### src/rtl/core/id_allocator_fifo_free_list_assert.svh
// Assertion macros used by the identifier allocator top level.
`ifndef ID_ALLOCATOR_FIFO_FREE_LIST_ASSERT_SVH
`define ID_ALLOCATOR_FIFO_FREE_LIST_ASSERT_SVH

// Same-cycle implication, disabled while reset is high.
`define IDA_ASSERT_NOW(lbl, clk, rst, ante, cons, msg) \
   lbl: assert property (@(posedge clk) disable iff (rst) (ante) |-> (cons)) else $error(msg);

// Next-cycle implication, disabled while reset is high.
`define IDA_ASSERT_NEXT(lbl, clk, rst, ante, cons, msg) \
   lbl: assert property (@(posedge clk) disable iff (rst) (ante) |=> (cons)) else $error(msg);

`endif

### src/rtl/core/ida_pkg.sv
// Shared codes and control structs for the identifier allocator.
package ida_pkg;

   // Request operation codes.
   localparam logic [1:0] OP_ALLOC  = 2'd0;
   localparam logic [1:0] OP_FREE   = 2'd1;
   localparam logic [1:0] OP_LOOKUP = 2'd2;

   // Response status codes.
   localparam logic [1:0] ST_OK   = 2'd0;
   localparam logic [1:0] ST_FULL = 2'd1;
   localparam logic [1:0] ST_NULL = 2'd2;
   localparam logic [1:0] ST_BAD  = 2'd3;

   // Write control for the slot store.
   typedef struct packed {
      logic en;
      logic occupied;
   } slot_wr_type;

   // Push and pop control for the free queue.
   typedef struct packed {
      logic push;
      logic pop;
   } fq_ctrl_type;

endpackage

### src/rtl/core/ida_slot_store.sv
// Slot store: per-slot occupied flag and handle, with registered read and write bypass.
module ida_slot_store
   import ida_pkg::*;
#(
   parameter int SLOTS       = 64,
   parameter int HANDLE_BITS = 32
) (
   input  logic                     clock,
   input  logic                     reset,
   input  logic [$clog2(SLOTS)-1:0] rd_addr,
   input  slot_wr_type              wr_ctrl,
   input  logic [$clog2(SLOTS)-1:0] wr_addr,
   input  logic [HANDLE_BITS-1:0]   wr_handle,
   output logic                     rd_occupied,
   output logic [HANDLE_BITS-1:0]   rd_handle
);

   localparam int ROW_BITS = HANDLE_BITS + 1;

   logic [ROW_BITS-1:0] mem [SLOTS];
   logic [ROW_BITS-1:0] rd_data_ff;
   logic [ROW_BITS-1:0] byp_data_ff;
   logic                byp_ff;
   logic                byp_in;
   logic [ROW_BITS-1:0] wr_row;

   assign wr_row = {wr_ctrl.occupied, wr_handle};

   // A write to the address being read at the same edge wins over the old row.
   assign byp_in = wr_ctrl.en && (wr_addr == rd_addr);

   // Memory write port.
   always_ff @(posedge clock) begin
      if (wr_ctrl.en) begin
         mem[wr_addr] <= wr_row;
      end
   end

   // Memory read port, registered.
   always_ff @(posedge clock) begin
      rd_data_ff  <= mem[rd_addr];
      byp_data_ff <= wr_row;
   end

   always_ff @(posedge clock) begin
      if (reset) begin
         byp_ff <= 1'b0;
      end else begin
         byp_ff <= byp_in;
      end
   end

   assign {rd_occupied, rd_handle} = byp_ff ? byp_data_ff : rd_data_ff;

endmodule

### src/rtl/core/ida_free_queue.sv
// Free queue: circular buffer of released identifiers with the head entry always on view.
module ida_free_queue
   import ida_pkg::*;
#(
   parameter int SLOTS = 64
) (
   input  logic                       clock,
   input  logic                       reset,
   input  fq_ctrl_type                ctrl,
   input  logic [$clog2(SLOTS)-1:0]   push_id,
   output logic [$clog2(SLOTS)-1:0]   head_id,
   output logic [$clog2(SLOTS+1)-1:0] fill
);

   localparam int ID_BITS  = $clog2(SLOTS);
   localparam int CNT_BITS = $clog2(SLOTS + 1);
   localparam logic [ID_BITS-1:0] LAST_IDX = ID_BITS'(SLOTS - 1);

   logic [ID_BITS-1:0]  mem [SLOTS];
   logic [ID_BITS-1:0]  head_ff, head_in;
   logic [ID_BITS-1:0]  tail_ff, tail_in;
   logic [CNT_BITS-1:0] fill_ff, fill_in;
   logic [ID_BITS-1:0]  rd_data_ff;
   logic [ID_BITS-1:0]  byp_data_ff;
   logic                byp_ff;

   // Pointer and fill count updates; wrap at the last slot.
   always_comb begin
      head_in = head_ff;
      tail_in = tail_ff;
      fill_in = fill_ff;
      if (ctrl.pop) begin
         head_in = (head_ff == LAST_IDX) ? '0 : head_ff + 1'b1;
         fill_in = fill_ff - 1'b1;
      end
      if (ctrl.push) begin
         tail_in = (tail_ff == LAST_IDX) ? '0 : tail_ff + 1'b1;
         fill_in = fill_ff + 1'b1;
      end
   end

   always_ff @(posedge clock) begin
      if (reset) begin
         head_ff <= '0;
         tail_ff <= '0;
         fill_ff <= '0;
         byp_ff  <= 1'b0;
      end else begin
         head_ff <= head_in;
         tail_ff <= tail_in;
         fill_ff <= fill_in;
         byp_ff  <= ctrl.push && (tail_ff == head_in);
      end
   end

   // Push writes at the tail.
   always_ff @(posedge clock) begin
      if (ctrl.push) begin
         mem[tail_ff] <= push_id;
      end
   end

   // The entry at the next head is read every cycle so the oldest id is ready.
   always_ff @(posedge clock) begin
      rd_data_ff  <= mem[head_in];
      byp_data_ff <= push_id;
   end

   assign head_id = byp_ff ? byp_data_ff : rd_data_ff;
   assign fill    = fill_ff;

endmodule

### src/rtl/core/id_allocator_fifo_free_list.sv
// Top level of the slot identifier allocator with a first-in first-out free list.
//
// Usage: a request transaction (req_op, req_slot_id, req_entry_handle) is taken at a
// rising edge where start is high and busy is low. Ops are allocate, free and look up.
// Every request yields exactly one response transaction, shown on the rsp_ ports for
// one cycle while rsp_valid is high; the receiver cannot stall and must take it then.
// A request taken at an edge is held in the request register, then its response in the
// response register, from which it is consumed. Throughput is one request per cycle,
// back to back. The request register's edge also registers the reads of the slot store
// and the free queue, and a write at the same edge as a read is bypassed, so
// consecutive requests see each other's updates.
// Reset is synchronous and active high. It empties the free queue and clears the
// high-water mark and the live count; busy is high while reset is held. Slot contents
// need no clearing, since only slots below the high-water mark are ever read and each
// of those was written when it was handed out.
`include "id_allocator_fifo_free_list_assert.svh"

module id_allocator_fifo_free_list
   import ida_pkg::*;
#(
   parameter int SLOTS       = 64,
   parameter int HANDLE_BITS = 32
) (
   input  logic                       clock,
   input  logic                       reset,
   input  logic                       start,
   output logic                       busy,
   input  logic [1:0]                 req_op,
   input  logic [$clog2(SLOTS)-1:0]   req_slot_id,
   input  logic [HANDLE_BITS-1:0]     req_entry_handle,
   output logic                       rsp_valid,
   output logic [$clog2(SLOTS)-1:0]   rsp_granted_id,
   output logic [1:0]                 rsp_status,
   output logic [HANDLE_BITS-1:0]     rsp_handle_out,
   output logic [$clog2(SLOTS+1)-1:0] rsp_live_count
);

   localparam int ID_BITS = $clog2(SLOTS);
   localparam int HW_BITS = $clog2(SLOTS + 1);
   localparam logic [HW_BITS-1:0] SLOTS_HW = HW_BITS'(SLOTS);

   logic                   busy_ff;
   logic                   accept;

   // Request register.
   logic                   valid_ff;
   logic [1:0]             op_ff;
   logic [ID_BITS-1:0]     slot_ff;
   logic [HANDLE_BITS-1:0] handle_ff;

   // Allocator state.
   logic [HW_BITS-1:0]     hw_ff, hw_in;
   logic [HW_BITS-1:0]     count_ff, count_in;

   // Response register.
   logic                   rsp_valid_ff;
   logic [ID_BITS-1:0]     granted_ff, granted_in;
   logic [1:0]             status_ff, status_in;
   logic [HANDLE_BITS-1:0] hout_ff, hout_in;
   logic [HW_BITS-1:0]     live_ff;

   // Links to the slot store and free queue.
   slot_wr_type            swr_ctrl;
   logic [ID_BITS-1:0]     swr_addr;
   logic                   st_rd_occupied;
   logic [HANDLE_BITS-1:0] st_rd_handle;
   fq_ctrl_type            fq_ctrl;
   logic [ID_BITS-1:0]     fq_head_id;
   logic [HW_BITS-1:0]     fq_fill;
   logic                   slot_live;

   assign accept = start && !busy_ff;

   // Busy covers the reset period only.
   always_ff @(posedge clock) begin
      if (reset) begin
         busy_ff <= 1'b1;
      end else begin
         busy_ff <= 1'b0;
      end
   end

   // Capture the request transaction.
   always_ff @(posedge clock) begin
      if (reset) begin
         valid_ff <= 1'b0;
      end else begin
         valid_ff <= accept;
      end
   end

   always_ff @(posedge clock) begin
      if (accept) begin
         op_ff     <= req_op;
         slot_ff   <= req_slot_id;
         handle_ff <= req_entry_handle;
      end
   end

   ida_slot_store #(
      .SLOTS       (SLOTS),
      .HANDLE_BITS (HANDLE_BITS)
   ) u_slot_store (
      .clock       (clock),
      .reset       (reset),
      .rd_addr     (req_slot_id),
      .wr_ctrl     (swr_ctrl),
      .wr_addr     (swr_addr),
      .wr_handle   (handle_ff),
      .rd_occupied (st_rd_occupied),
      .rd_handle   (st_rd_handle)
   );

   ida_free_queue #(
      .SLOTS   (SLOTS)
   ) u_free_queue (
      .clock   (clock),
      .reset   (reset),
      .ctrl    (fq_ctrl),
      .push_id (slot_ff),
      .head_id (fq_head_id),
      .fill    (fq_fill)
   );

   // A slot is live when it was handed out at some point and is still occupied.
   assign slot_live = (HW_BITS'(slot_ff) < hw_ff) && st_rd_occupied;

   // Decide the response and state updates for the registered request.
   always_comb begin
      granted_in = '0;
      status_in  = ST_BAD;
      hout_in    = '0;
      hw_in      = hw_ff;
      count_in   = count_ff;
      swr_ctrl   = '0;
      swr_addr   = slot_ff;
      fq_ctrl    = '0;
      if (valid_ff) begin
         unique case (op_ff)
            OP_ALLOC: begin
               if (handle_ff == '0) begin
                  status_in = ST_NULL;
               end else if (fq_fill != '0) begin
                  fq_ctrl.pop = 1'b1;
                  swr_addr    = fq_head_id;
               end else if (hw_ff < SLOTS_HW) begin
                  hw_in    = hw_ff + 1'b1;
                  swr_addr = hw_ff[ID_BITS-1:0];
               end else begin
                  status_in = ST_FULL;
               end
               if (status_in == ST_BAD) begin
                  swr_ctrl.en       = 1'b1;
                  swr_ctrl.occupied = 1'b1;
                  count_in          = count_ff + 1'b1;
                  granted_in        = swr_addr;
                  status_in         = ST_OK;
               end
            end
            OP_FREE: begin
               if (slot_live) begin
                  swr_ctrl.en  = 1'b1;
                  fq_ctrl.push = 1'b1;
                  count_in     = count_ff - 1'b1;
                  status_in    = ST_OK;
               end
            end
            OP_LOOKUP: begin
               if (slot_live) begin
                  hout_in   = st_rd_handle;
                  status_in = ST_OK;
               end
            end
            default: begin
               status_in = ST_BAD;
            end
         endcase
      end
   end

   // Allocator state registers.
   always_ff @(posedge clock) begin
      if (reset) begin
         hw_ff    <= '0;
         count_ff <= '0;
      end else begin
         hw_ff    <= hw_in;
         count_ff <= count_in;
      end
   end

   // Response register.
   always_ff @(posedge clock) begin
      if (reset) begin
         rsp_valid_ff <= 1'b0;
      end else begin
         rsp_valid_ff <= valid_ff;
      end
   end

   always_ff @(posedge clock) begin
      if (valid_ff) begin
         granted_ff <= granted_in;
         status_ff  <= status_in;
         hout_ff    <= hout_in;
         live_ff    <= count_in;
      end
   end

   assign busy           = busy_ff;
   assign rsp_valid      = rsp_valid_ff;
   assign rsp_granted_id = granted_ff;
   assign rsp_status     = status_ff;
   assign rsp_handle_out = hout_ff;
   assign rsp_live_count = live_ff;

   // Every accepted request reaches the request register, and a response follows only a registered request.
   `IDA_ASSERT_NEXT(a_req_to_stage, clock, reset, accept, valid_ff, "request lost in pipeline")
   `IDA_ASSERT_NEXT(a_no_spurious, clock, reset, !valid_ff, !rsp_valid_ff, "spurious response")
   // Every slot handed out is either occupied or waiting on the free queue.
   `IDA_ASSERT_NOW(a_slot_balance, clock, reset, 1'b1,
      ({1'b0, count_ff} + {1'b0, fq_fill}) == {1'b0, hw_ff}, "slot accounting broken")
   // Only a successful request carries an identifier or a handle.
   `IDA_ASSERT_NOW(a_clean_fail, clock, reset, rsp_valid_ff && (status_ff != ST_OK),
      (granted_ff == '0) && (hout_ff == '0), "failed response carries data")

endmodule
### config.mk
export PLATFORM = sky130hd
export DESIGN_NAME = id_allocator_fifo_free_list
export DESIGN_NICKNAME = d
export VERILOG_FILES = /design/src/rtl/core/ida_pkg.sv /design/src/rtl/core/ida_slot_store.sv /design/src/rtl/core/ida_free_queue.sv /design/src/rtl/core/id_allocator_fifo_free_list.sv
export VERILOG_INCLUDE_DIRS = /design/src /design/src/rtl/core
export SDC_FILE = /design/constraint.sdc
export NUM_CORES = 2
export LEC_CHECK = 0
export BUFFER_PORTS_ARGS = -buffer_cell sky130_fd_sc_hd__buf_2
export CAP_MARGIN = 20
export CORE_MARGIN = 4
export CORE_UTILIZATION = 50
export CTS_CLUSTER_DIAMETER = 120
export CTS_CLUSTER_SIZE = 25
export DETAILED_ROUTE_END_ITERATION = 7
export GPL_TIMING_DRIVEN = 0
export PLACE_DENSITY = 0.69
export SLEW_MARGIN = 20
export SYNTH_ARGS = -nofsm -noshare
export SYNTH_HDL_FRONTEND = slang
export SYNTH_SLANG_ARGS = --single-unit
### constraint.sdc
create_clock -name clock -period 6.7 [get_ports clock]
set_clock_uncertainty 0.2 [all_clocks]
set_input_delay 1.34 -clock clock [delete_from_list [all_inputs] [get_ports clock]]
set_output_delay 1.34 -clock clock [all_outputs]
set_load 0.01 [all_outputs]
==> out/results.ini <==
[synthesis]
syn_inst = 4785
synth_nets = 4849
synthTopCellsByArea = edfxtp_1 75%, mux4_2 15%, dfxtp_1 2.3%, mux2i_1 1.2%, nand2_1 1.0%
synth_top_area_frac = 0.752
ys_seq_area_frac = 0.775
synth_area_per_cell_um2 = 21.6
ys_async_sr_fraction = 0
ys.warnings.count = 0
ys_ff_latch = 2699
synth_common_cells = 2583 x edfxtp_1, 687 x mux4_2, 282 x nand2_1
synth_flop_cell = edfxtp_1
syn_area_mm2 = 0.103
synth_edf_count = 2583
synth_top_area_cell = edfxtp_1
synthDistinctLibCells = 68
yosysMostFrequentCell = edfxtp_1

[worst_setup_path]
cp_max_fo = 31
worstPathRequired_ns = 7.04
cp-start-kind = flop
crit_top_cell = buf_8
setup.worst_path.class = reg2reg
path_delay_family = simple AND/OR/NAND/NOR gates
slowest_delay_ns = 0.87
crit_path_top_delay_cell = nor2_4
worstPathBufferInverterCount = 4
crit_chain = buf_8 -> buf_8 -> nor4_1 -> nand4_1 -> or2_2 -> and2_1 -> nand3_1 -> clkbuf_1 -> a21oi_1 -> nor2b_1 -> nand2_1 -> nor2_4 -> buf_12
end_kind = flop
cp.arrival_ns = 7.08

[sta]
max_freq_mhz = 148
rsz0062_at_grt = true
hold_viol = 0
setup_tns_ns = -1.40
drv_slew = 0
setup_viol = 67
setup_ws_ns = -0.0383
slew_headroom = 0.161
fin_crit_sh = 1.01
fin_crit_ns = 6.74
tightest_slew_ns = 1.26

[power_and_ir_drop]
p_switching_uw = 6010
p_sw_frac = 0.211
pwr-share-comb = 0.051
finalPower_uw = 28500
p_seq_frac = 0.650
p_clk_frac = 0.299
max-vdd-ir-drop_v = 0.000256
p_int_uw = 22500
p_leak_uw = 0.0360
powerDensity_mw_per_mm2 = 245

[global_routing]
antenna_found_initial = 23
grt.overflow.total = 0
grt_pass1_vias = 51053
grt_pass1_wl_um = 387000
grt_max_degree = 37
grt.total_usage = 0.258

[route]
via_count = 53004
post_drt_wl_per_cell_um = 34.0
routed_wl_um = 275000
drt_iter0_markers = 8839
drc = 0
first_pass_iters = 6
postRouteAntennaNets = 0
post_drt_via_cell_ratio = 6.56

[placed_design]
gp_congestion = 0.902
place_hpwl_um = 192000
port_buffers = 91
placed_area_mm2 = 0.112

[worst_hold_path]
worstHoldPathType = reg2reg

[finish]
syn2layout_area_growth_pct = 12.8
nets = 5353
fin_area_mm2 = 0.116
drive_gt1_frac = 0.258
fillerInstances = 14523

[clock_network]
clkSinkCount = 2699
postCtsHoldBufs = 0
clock_path_buffers = 3
cts_tree = yes
cts_made_buffers = 118
path_clk_slew_ns = 0.10
h-tree-depth = 3
root_buffer = clkbuf_16
insertion_delay_ns = 0.84

[die]
coreArea_mm2 = 0.205
rows = 166
die_x_um = 462
start_util = 0.503
die_h_um = 462
ios = 92
die_area_mm2 = 0.214

[status]
status = finished with violations
violations = negative setup slack

[flow_run]
cap_violations = 0

==> cells by family (layout without fill, tap and decap cells) <==
kind of cell / after synthesis / after routing / share of synthesized area
AOI/OAI and AO/OA: 222 / 222 / 0.0149
buffers and inverters: 279 / 877 / 0.0112
xor gates and xnor gates: 26 / 26 / 0.00221
and+or+nand+nor: 710 / 710 / 0.0304
adders and majority gates: 21 / 21 / 0.00262
muxes: 828 / 828 / 0.164
DFF: 2699 / 2699 / 0.775
other: 0 / 10 / 0
==> stage by stage <==
stage / utilization / cells / hold slack (ns) / setup WS [ns]
2_1_floorplan: - / 4785 / 0.270 / 1.49
3_3_place_gp: 0.522 / 7564 / 0.286 / -2.64
3_5_place_dp: 0.547 / 7789 / 0.295 / -0.0263
4_1_cts: 0.564 / 8010 / 0.312 / 0.00433
5_1_grt: 0.567 / 8072 / 0.330 / -0.0576
6_report: 0.568 / 8081 / 0.316 / -0.0383
==> sequential cells by signal (all words and copies together), names as in the netlist <==
register                  flops
u_slot_store.rd_data_ff      33
u_slot_store.mem           2112
u_free_queue.byp_data_ff      6
u_free_queue.tail_ff          6
hw_ff                         7
u_free_queue.mem            384
u_slot_store.byp_ff           1
rsp_valid                     1
slot_ff                       6
busy                          1
u_slot_store.byp_data_ff     33
u_free_queue.rd_data_ff       6
count_ff                      7
op_ff                         2
rsp_status                    2
rsp_live_count                7
rsp_granted_id                6
u_free_queue.head_ff          6
rsp_handle_out               32
u_free_queue.byp_ff           1
handle_ff                    32
u_free_queue.fill             7
valid_ff                      1
==> worst register-to-register path, cell delays in order (launching register included) <==
cell	delay (ns)
edfxtp_1	0.67
buf_8	0.28
buf_8	0.19
nor4_1	0.70
nand4_1	0.49
or2_2	0.48
and2_1	0.20
nand3_1	0.21
clkbuf_1	0.58
a21oi_1	0.43
nor2b_1	0.29
nand2_1	0.54
nor2_4	0.87
buf_12	0.28
==> per-layer routing <==
metal / routed length [µm] / vias up / track usage
met3: 31200 / 401 / 0.0492
met2: 128000 / 3522 / 0.392
met1: 107000 / 28341 / 0.384
met4: 8460 / 0 / 0.0779
li1: - / 20740 / -
met5: 0 / - / 0
==> cell usage in the layout (no fill, tap or decap), types with 46 or more instances in the layout <==
cell and instances:
a21oi_1 47, and3_1 50, buf_1 46, buf_12 49
buf_16 85, buf_2 143, buf_4 51, buf_8 102
clkbuf_1 209, clkbuf_16 120, dfxtp_1 115, edfxtp_1 2583
mux2i_1 119, mux4_2 687, nand2_1 281, nand3_1 56
nor2_1 144, nor2_4 64
==> timing repair <==
action                                  4_1_cts  5_1_grt
pin swaps                                     3       16
endpoints found under the setup margin       32      812
gates resized for setup                       0        2
buffers inserted                              7       53
==> power groups by stage <==
stage	registers, µW	logic, µW	clock network (µW)
after detailed placement	18900	1450	0
after CTS	18500	1450	8590
after global placement	19000	1170	0
after global routing	18500	1520	9240
after floorplan	18900	716	0
final	18500	1460	8500
==> final timing paths <==
kind / start / cells past startpoint / slack [ns] / end
worst max-delay path: handle_ff[1] / 13 / -0.04 / u_slot_store.mem[28][10]
worst min-delay path: u_free_queue.fill[5] / 2 / 0.32 / u_free_queue.fill[5]
worst max register to register: handle_ff[1] / 13 / -0.04 / u_slot_store.mem[28][10]
worst min register to register: u_free_queue.fill[5] / 2 / 0.32 / u_free_queue.fill[5]
==> cell type report <==
class                           instances  area, µm²  share of cell area
Antenna cell                           10       25.0            0.000215
Buffer                                259       1130             0.00970
Clock buffer                          206       3330              0.0286
Clock inverter                          8        146             0.00126
Inverter                               20       75.1            0.000645
Multi-Input combinational cell       1807      22600               0.194
Sequential cell                      2699      79900               0.687
Tap cell                             2688       3360              0.0289
Timing Repair Buffer                  384       5780              0.0497
Note: power is estimated with default switching activity, not from simulation.
